==> config.mk <==
export PLATFORM = sky130hd
export DESIGN_NAME = keypad_matrix_change_detector_core_flat
export DESIGN_NICKNAME = d
export VERILOG_FILES = /design/src/rtl/core/kmcd_pkg.sv /design/src/rtl/core/kmcd_if.sv /design/src/rtl/core/kmcd_front.sv /design/src/rtl/core/kmcd_fifo.sv /design/src/rtl/core/kmcd_back.sv /design/src/rtl/core/keypad_matrix_change_detector_core.sv /design/src/flat_wrapper.sv
export SDC_FILE = /design/constraint.sdc
export NUM_CORES = 1
export LEC_CHECK = 0
export BUFFER_PORTS_ARGS = -buffer_cell sky130_fd_sc_hd__buf_4
export CAP_MARGIN = 20
export CORE_MARGIN = 2
export CORE_UTILIZATION = 25
export CTS_CLUSTER_SIZE = 12
export DETAILED_ROUTE_END_ITERATION = 8
export GPL_TIMING_DRIVEN = 1
export PLACE_DENSITY = 0.37
export SETUP_SLACK_MARGIN = 0.02
export SYNTH_ARGS = -nofsm -noshare
export SYNTH_HDL_FRONTEND = slang
export SYNTH_SLANG_ARGS = --single-unit
==> constraint.sdc <==
create_clock -name clk -period 4.3 [get_ports clk]
set_clock_uncertainty 0.15 [all_clocks]
set_input_delay 1.075 -clock clk [delete_from_list [all_inputs] [get_ports clk]]
set_output_delay 1.075 -clock clk [all_outputs]
set_load 0.05 [all_outputs]
==> src/rtl/core/kmcd_pkg.sv <==
`timescale 1ns / 1ps
// ----------------------------------------------------------------------------
// kmcd_pkg: shared types and constants of the keypad change detector
// Key count, command codes, the job word passed from front to back, and
// the lowest-set-bit encoder used by the event sequencer.
// ----------------------------------------------------------------------------
package kmcd_pkg;

  localparam int unsigned KEY_COUNT = 16;
  localparam int unsigned KEY_IDX_W = 4;
  localparam int unsigned KEY_NUM_W = 5;

  // Command codes carried in func
  typedef enum logic {
    FUNC_SNAPSHOT = 1'b0,
    FUNC_CLEAR    = 1'b1
  } func_t;

  // One queued snapshot: keys that fire and the snapshot they fire from
  typedef struct packed {
    logic [KEY_COUNT-1:0] changes;
    logic [KEY_COUNT-1:0] snap;
  } job_t;

  // Index of the lowest set bit (mask must be nonzero for a meaningful result)
  function automatic logic [KEY_IDX_W-1:0] lowest_index(input logic [KEY_COUNT-1:0] mask);
    logic [KEY_COUNT-1:0] one_hot;
    logic [KEY_IDX_W-1:0] idx;
    one_hot = mask & (~mask + 1'b1);
    idx = '0;
    for (int i = 0; i < KEY_COUNT; i++) begin
      if (one_hot[i]) begin
        idx = idx | KEY_IDX_W'(i);
      end
    end
    return idx;
  endfunction

endpackage

==> src/rtl/core/kmcd_if.sv <==
`timescale 1ns / 1ps
// ----------------------------------------------------------------------------
// kmcd_in_if / kmcd_out_if: valid/ready channels of the change detector
// Input carries a command or key snapshot; output carries one key event.
// ----------------------------------------------------------------------------
interface kmcd_in_if;
  logic        valid;
  logic        ready;
  logic        func;
  logic [15:0] key_bits;

  modport source (output valid, output func, output key_bits, input ready);
  modport sink   (input valid, input func, input key_bits, output ready);
endinterface

interface kmcd_out_if;
  logic       valid;
  logic       ready;
  logic [4:0] key_number;
  logic       released;
  logic       last_event;

  modport source (output valid, output key_number, output released, output last_event,
                  input ready);
  modport sink   (input valid, input key_number, input released, input last_event,
                  output ready);
endinterface

==> src/rtl/core/kmcd_front.sv <==
`timescale 1ns / 1ps
// ----------------------------------------------------------------------------
// kmcd_front: command decode and key state update
// Takes each word, updates stored key state and lockouts at once, and
// hands the set of firing keys to the event queue.
// ----------------------------------------------------------------------------
module kmcd_front (
  input  logic           clk,
  input  logic           rst,
  kmcd_in_if.sink        in_ch,
  input  logic           q_full,
  output logic           q_push,
  output kmcd_pkg::job_t q_job
);

  logic [kmcd_pkg::KEY_COUNT-1:0] stable_keys;
  logic [kmcd_pkg::KEY_COUNT-1:0] key_locked;
  logic [kmcd_pkg::KEY_COUNT-1:0] changes;
  logic                           accept;
  logic                           is_snap;

  assign in_ch.ready = !q_full;
  assign accept      = in_ch.valid && in_ch.ready;
  assign is_snap     = (kmcd_pkg::func_t'(in_ch.func) == kmcd_pkg::FUNC_SNAPSHOT);

  // Unlocked keys that differ from the stored state
  assign changes = (stable_keys ^ in_ch.key_bits) & ~key_locked;

  assign q_push        = accept && is_snap && (changes != '0);
  assign q_job.changes = changes;
  assign q_job.snap    = in_ch.key_bits;

  // Key state and lockout marks
  always_ff @(posedge clk) begin
    if (rst) begin
      stable_keys <= '0;
      key_locked  <= '0;
    end else if (accept) begin
      if (is_snap) begin
        stable_keys <= (in_ch.key_bits & ~key_locked) | (stable_keys & key_locked);
        key_locked  <= key_locked | changes;
      end else begin
        key_locked  <= '0;
      end
    end
  end

`ifndef SYNTHESIS
  // Locked keys never change their stored value on a snapshot
  a_locked_hold: assert property (@(posedge clk) disable iff (rst)
    accept && is_snap |=> ((stable_keys ^ $past(stable_keys)) & $past(key_locked)) == '0)
    else $error("locked key changed stored state");

  // A push only happens with room in the queue
  a_push_room: assert property (@(posedge clk) disable iff (rst)
    q_push |-> !q_full)
    else $error("push into full queue");
`endif

endmodule

==> src/rtl/core/kmcd_fifo.sv <==
`timescale 1ns / 1ps
// ----------------------------------------------------------------------------
// kmcd_fifo: small job queue between front and back
// Register-based circular buffer with occupancy count.
// ----------------------------------------------------------------------------
module kmcd_fifo #(
  parameter int unsigned DEPTH = 4
) (
  input  logic           clk,
  input  logic           rst,
  input  logic           push,
  input  kmcd_pkg::job_t push_job,
  input  logic           pop,
  output logic           full,
  output logic           not_empty,
  output kmcd_pkg::job_t head
);

  localparam int unsigned PTR_W = (DEPTH > 1) ? $clog2(DEPTH) : 1;
  localparam int unsigned CNT_W = $clog2(DEPTH + 1);

  kmcd_pkg::job_t entries [DEPTH];
  logic [PTR_W-1:0] wr_ptr;
  logic [PTR_W-1:0] rd_ptr;
  logic [CNT_W-1:0] count;

  function automatic logic [PTR_W-1:0] wrap_inc(input logic [PTR_W-1:0] p);
    return (p == PTR_W'(DEPTH - 1)) ? '0 : p + 1'b1;
  endfunction

  assign full      = (count == CNT_W'(DEPTH));
  assign not_empty = (count != '0);
  assign head      = entries[rd_ptr];

  // Pointers and occupancy
  always_ff @(posedge clk) begin
    if (rst) begin
      wr_ptr <= '0;
      rd_ptr <= '0;
      count  <= '0;
    end else begin
      if (push) begin
        wr_ptr <= wrap_inc(wr_ptr);
      end
      if (pop) begin
        rd_ptr <= wrap_inc(rd_ptr);
      end
      case ({push, pop})
        2'b10:   count <= count + 1'b1;
        2'b01:   count <= count - 1'b1;
        default: count <= count;
      endcase
    end
  end

  // Storage
  always_ff @(posedge clk) begin
    if (push) begin
      entries[wr_ptr] <= push_job;
    end
  end

`ifndef SYNTHESIS
  a_no_underflow: assert property (@(posedge clk) disable iff (rst)
    pop |-> not_empty)
    else $error("pop from empty queue");
`endif

endmodule

==> src/rtl/core/kmcd_back.sv <==
`timescale 1ns / 1ps
// ----------------------------------------------------------------------------
// kmcd_back: key event sequencer
// Walks the firing keys of one job from lowest to highest, one event word
// per cycle when output is not stalled, into a registered output stage.
// ----------------------------------------------------------------------------
module kmcd_back (
  input  logic           clk,
  input  logic           rst,
  input  logic           q_valid,
  input  kmcd_pkg::job_t q_head,
  output logic           q_pop,
  kmcd_out_if.source     out_ch
);

  logic                           busy;
  logic [kmcd_pkg::KEY_COUNT-1:0] mask;
  logic [kmcd_pkg::KEY_COUNT-1:0] snap;
  logic [kmcd_pkg::KEY_COUNT-1:0] mask_next;
  logic [kmcd_pkg::KEY_IDX_W-1:0] idx;
  logic                           advance;
  logic                           emit;
  logic                           is_last;
  logic                           o_valid;
  logic [kmcd_pkg::KEY_NUM_W-1:0] o_key_number;
  logic                           o_released;
  logic                           o_last;

  assign advance   = !o_valid || out_ch.ready;
  assign emit      = busy && advance;
  assign idx       = kmcd_pkg::lowest_index(mask);
  assign mask_next = mask & (mask - 1'b1);
  assign is_last   = (mask_next == '0);
  assign q_pop     = q_valid && (!busy || (emit && is_last));

  // Job walker
  always_ff @(posedge clk) begin
    if (rst) begin
      busy <= 1'b0;
    end else if (q_pop) begin
      busy <= 1'b1;
    end else if (emit && is_last) begin
      busy <= 1'b0;
    end
  end

  always_ff @(posedge clk) begin
    if (q_pop) begin
      mask <= q_head.changes;
      snap <= q_head.snap;
    end else if (emit) begin
      mask <= mask_next;
    end
  end

  // Output register
  always_ff @(posedge clk) begin
    if (rst) begin
      o_valid <= 1'b0;
    end else if (advance) begin
      o_valid <= busy;
    end
  end

  always_ff @(posedge clk) begin
    if (emit) begin
      o_key_number <= kmcd_pkg::KEY_NUM_W'(idx) + 1'b1;
      o_released   <= !snap[idx];
      o_last       <= is_last;
    end
  end

  assign out_ch.valid      = o_valid;
  assign out_ch.key_number = o_key_number;
  assign out_ch.released   = o_released;
  assign out_ch.last_event = o_last;

`ifndef SYNTHESIS
  // An active job always has a key left to report
  a_busy_mask: assert property (@(posedge clk) disable iff (rst)
    busy |-> mask != '0)
    else $error("sequencer busy with empty mask");

  // Each emitted event clears exactly one key from the job
  a_one_key: assert property (@(posedge clk) disable iff (rst)
    emit && !is_last |=> busy && $countones(mask) == $countones($past(mask)) - 1)
    else $error("event did not retire one key");

  // An emitted event shows up as valid output on the next cycle
  a_emit_out: assert property (@(posedge clk) disable iff (rst)
    emit |=> o_valid)
    else $error("event lost at output stage");
`endif

endmodule

==> src/rtl/core/keypad_matrix_change_detector_core.sv <==
`timescale 1ns / 1ps
// ----------------------------------------------------------------------------
// keypad_matrix_change_detector_core: 4x4 keypad change detector
// Reports per-key press/release events with per-key lockout.
// ----------------------------------------------------------------------------
// Each input word is a 16-key snapshot or a clear-lockouts command. Stored
// key state and lockouts update in the cycle the word is taken, so words may
// arrive back to back; a snapshot's firing keys are queued (QUEUE_DEPTH jobs)
// and the event sequencer emits one event word per cycle while the output
// is accepted, lowest key first, with last_event on the final one. A
// snapshot yields one event per changed key (0 to 16); input stalls only
// when the job queue is full. No clearing pass after reset.
module keypad_matrix_change_detector_core #(
  parameter int unsigned QUEUE_DEPTH = 4
) (
  input  logic       clk,
  input  logic       rst,
  kmcd_in_if.sink    in_ch,
  kmcd_out_if.source out_ch
);

  logic           q_full;
  logic           q_push;
  logic           q_pop;
  logic           q_valid;
  kmcd_pkg::job_t q_job;
  kmcd_pkg::job_t q_head;

  // Decode and state update
  kmcd_front u_front (
    .clk    (clk),
    .rst    (rst),
    .in_ch  (in_ch),
    .q_full (q_full),
    .q_push (q_push),
    .q_job  (q_job)
  );

  // Job queue
  kmcd_fifo #(
    .DEPTH (QUEUE_DEPTH)
  ) u_fifo (
    .clk       (clk),
    .rst       (rst),
    .push      (q_push),
    .push_job  (q_job),
    .pop       (q_pop),
    .full      (q_full),
    .not_empty (q_valid),
    .head      (q_head)
  );

  // Event sequencer
  kmcd_back u_back (
    .clk     (clk),
    .rst     (rst),
    .q_valid (q_valid),
    .q_head  (q_head),
    .q_pop   (q_pop),
    .out_ch  (out_ch)
  );

endmodule
==> src/flat_wrapper.sv <==
// flat-port wrapper written by rule: the top's interface ports become plain ports
module keypad_matrix_change_detector_core_flat 
#(
  parameter int unsigned QUEUE_DEPTH = 4
)
  (clk, rst, in_ch_valid, in_ch_func, in_ch_key_bits, in_ch_ready, out_ch_valid, out_ch_key_number, out_ch_released, out_ch_last_event, out_ch_ready);
  kmcd_in_if in_ch_i ();
  kmcd_out_if out_ch_i ();
  input  logic clk;
  input  logic rst;
  input wire logic [$bits(in_ch_i.valid)-1:0] in_ch_valid;
  input wire logic [$bits(in_ch_i.func)-1:0] in_ch_func;
  input wire logic [$bits(in_ch_i.key_bits)-1:0] in_ch_key_bits;
  output wire logic [$bits(in_ch_i.ready)-1:0] in_ch_ready;
  output wire logic [$bits(out_ch_i.valid)-1:0] out_ch_valid;
  output wire logic [$bits(out_ch_i.key_number)-1:0] out_ch_key_number;
  output wire logic [$bits(out_ch_i.released)-1:0] out_ch_released;
  output wire logic [$bits(out_ch_i.last_event)-1:0] out_ch_last_event;
  input wire logic [$bits(out_ch_i.ready)-1:0] out_ch_ready;
  assign in_ch_i.valid = in_ch_valid;
  assign in_ch_i.func = in_ch_func;
  assign in_ch_i.key_bits = in_ch_key_bits;
  assign in_ch_ready = in_ch_i.ready;
  assign out_ch_valid = out_ch_i.valid;
  assign out_ch_key_number = out_ch_i.key_number;
  assign out_ch_released = out_ch_i.released;
  assign out_ch_last_event = out_ch_i.last_event;
  assign out_ch_i.ready = out_ch_ready;
  keypad_matrix_change_detector_core #(.QUEUE_DEPTH(QUEUE_DEPTH)) u_core (.clk(clk), .rst(rst), .in_ch(in_ch_i), .out_ch(out_ch_i));
endmodule
==> results.yml <==
sta:
  fin_tns_setup_ps: 0
  max-slew-margin-rel_pct: 33.7
  tightest_slew_ps: 995
  hold_viol: 0
  layout_min_cycle_time_ps: 3610
  rsz0062_at_grt: "no"
  setup_violations: 0
  fin_crit_sh_pct: 84.1
  slew_viol_final: 0
  max_freq_mhz: 277
  setup_ws_ps: 685
finish:
  final_cell_mix: "edfxtp_1, nor2_1, a21oi_1"
  nNetsFinal: 644
  fill_cells: 3360
  num_antenna_cells: 0
  fin_area_sq_mm: 0.0101
  mostFrequentLayoutCell: "edfxtp_1"
  syn2layout_area_growth_pct: 18.1
  post-route-util_pct: 30.0
  drive_gt1_share_pct: 19.6
  stdcell_count: 1081
worst_hold_path:
  min_delay_path_depth: 2
  hold_class: "reg -> reg"
cts:
  cts_max_level: 1
  cts_tree: "yes"
  cts_root_buf: "clkbuf_16"
  hold_buffers: 0
  clk_pin_slew_ps: 60
  cts_resized: 0
  post_cts_buffers: 0
  clkLatencyLatePin_ps: 520
  clock_path_buffers: 3
  clock_sink_count: 210
  cts_buffers: 24
power:
  p_per_area_mw_per_mm2: 659
  peakVddDrop_mv: 0.276
  p_leak_nw: 3.37
route:
  dr.pass1.iters: 5
  postRouteAntennaNets: 0
  drc: 0
  avgViaCountPerCell: 4.41
  routed_wl_um: 19500
  drtIter0Drc: 483
  vias: 4768
  wire_per_inst_um: 18.0
setup_path:
  rr_worst_depth: 11
  cp-startpoint: "u_core.u_back.mask[1]"
  crit_path_start_kind: "flop"
  cp.arrival_ps: 3910
  critPathMaxFanout: 10
  path_class: "reg -> reg"
  worstSetupEndpointType: "flop"
  reg2reg_from: "u_core.u_back.mask[1]"
  worstPathRequired_ps: 4600
grt:
  grt_usage_pct: 11.0
  antenna_found_initial: 0
  overflow: 0
  grt_max_degree: 48
  grt_pass1_vias: 4959
  grt_pass1_wl_um: 30100
place:
  placed_area_sq_mm: 0.00930
  io_buffer_count: 29
  dp_slack_ps: 319
  dpl.hpwl_um: 12500
  dpl.cell_count: 1037
  gp_congestion: 0.752
yosys:
  synth_top_cell_area_share_pct: 58.8
  synth-simple-area-share_pct: 8.48
  syn_nets: 602
  avgSynthCellArea_sq_um: 14.9
  syn_inst: 573
  synth_area_sq_mm: 0.00853
  synth-seq-cells: 210
  synth_top_family_by_area: "multiplexers"
  ys_async_sr_fraction_pct: 0
  synth_compound_area_share_pct: 6.98
  synth_area_leaders: "edfxtp_1, dfxtp_1, mux4_2, nor2_1, a21oi_1"
  ys.flop_type: "edfxtp_1"
  yosysWarnings: 0
  synth_mux_area_share_pct: 10.2
  synth_seq_area_share_pct: 68.9
  synth-adder-area-share_pct: 1.26
  synth_edf_count: 167
  synth_cell_types: 52
  synth_largest_area_cell: "edfxtp_1"
  yosys.area_share.xor_xnor_pct: 1.95
die:
  start_util_pct: 25.4
  chipWidth_um: 189
  pin_count: 30
  core_area_sq_mm: 0.0335
  die-area_sq_mm: 0.0356
  die_h_um: 189
  rows: 67
outcome:
  status: "finished clean"
run:
  maxCapViolations: 0
==> layout make-up <==
class	instances	area [sq um]	area share, %
timing repair buffer	41	308	3.06
clock buffer	35	673	6.68
tap	448	561	5.57
multi-input combinational	321	2490	24.8
sequential	210	5880	58.4
clock inverter	9	92.6	0.919
inverter	17	63.8	0.634
==> cells in the mapped netlist, types with 3 or more instances <==
cell / instances
dfxtp_1: 43
mux2i_1: 5
mux4_2: 35
a31oi_1: 3
o31ai_1: 4
xor2_1: 18
nand2_1: 38
buf_2: 4
edfxtp_1: 167
ha_1: 7
nor2_1: 65
inv_1: 17
nand3_1: 3
a211o_1: 5
nor2b_1: 19
nor4_1: 4
and2_1: 4
a21oi_1: 44
clkbuf_1: 15
o21ai_0: 33
==> worst paths after layout <==
check,end,slack (ps)
min reg2reg,flop,340
max,u_core.u_fifo.count[2],690
min,flop,340
max reg2reg,u_core.u_fifo.count[2],690
==> sequential cells by signal, summed over array words and instances (netlist names), named ones only <==
name and count:
u_core.u_back.busy 1, u_core.u_back.mask 16, u_core.u_back.out_ch.key_number 5, u_core.u_back.out_ch.last_event 1, u_core.u_back.out_ch.released 1, u_core.u_back.out_ch.valid 1, u_core.u_back.snap 16, u_core.u_fifo.count 3
u_core.u_fifo.entries 128, u_core.u_fifo.rd_ptr 2, u_core.u_fifo.wr_ptr 2, u_core.u_front.key_locked 16
==> cell families after synthesis <==
| kind of cell | after synthesis |
|---|---|
| adder cells (fa/ha/maj) | 8 |
| multiplexers | 43 |
| XOR/XNOR | 19 |
| buffers and inverters | 42 |
| AO/OA/AOI/OAI | 102 |
| flip-flops | 210 |
| AND/OR/NAND/NOR | 149 |
==> metrics by stage <==
stage / power, mW / hold WS, ps
finish: 6.64 / 337
CTS: 6.74 / 340
global placement: 4.71 / 323
global route: 7.00 / 365
detailed placement: 4.73 / 331
floorplan: 4.14 / 315
==> critical path: stages (launching register included) <==
cell and delay (ps):
edfxtp_1 540, nor4_4 490, nand3_1 260, a211o_1 340, a21oi_1 330, a31o_4 230, ha_1 170, inv_1 60
fa_1 370, xor2_1 170, or3_1 300, a21oi_1 140
==> layer usage <==
| metal | share of wire, % | up-vias | global-route usage [%] | wire length [um] |
|---|---|---|---|---|
| li1 | - | 2240 | - | - |
| met1 | 47 | 2414 | 14.6 | 9210 |
| met2 | 47 | 81 | 18.7 | 9250 |
| met3 | 3.3 | 33 | 1.81 | 648 |
| met4 | 1.9 | 0 | 2.73 | 368 |
| met5 | 0 | - | 0 | 0 |
==> report_power, final <==
part	switching, mW	internal [mW]
Clock	0.778	1.20
Combinational	0.994	0.685
Sequential	0.331	2.65
Total	2.10	4.53
Note: power is estimated with default switching activity, not from simulation.
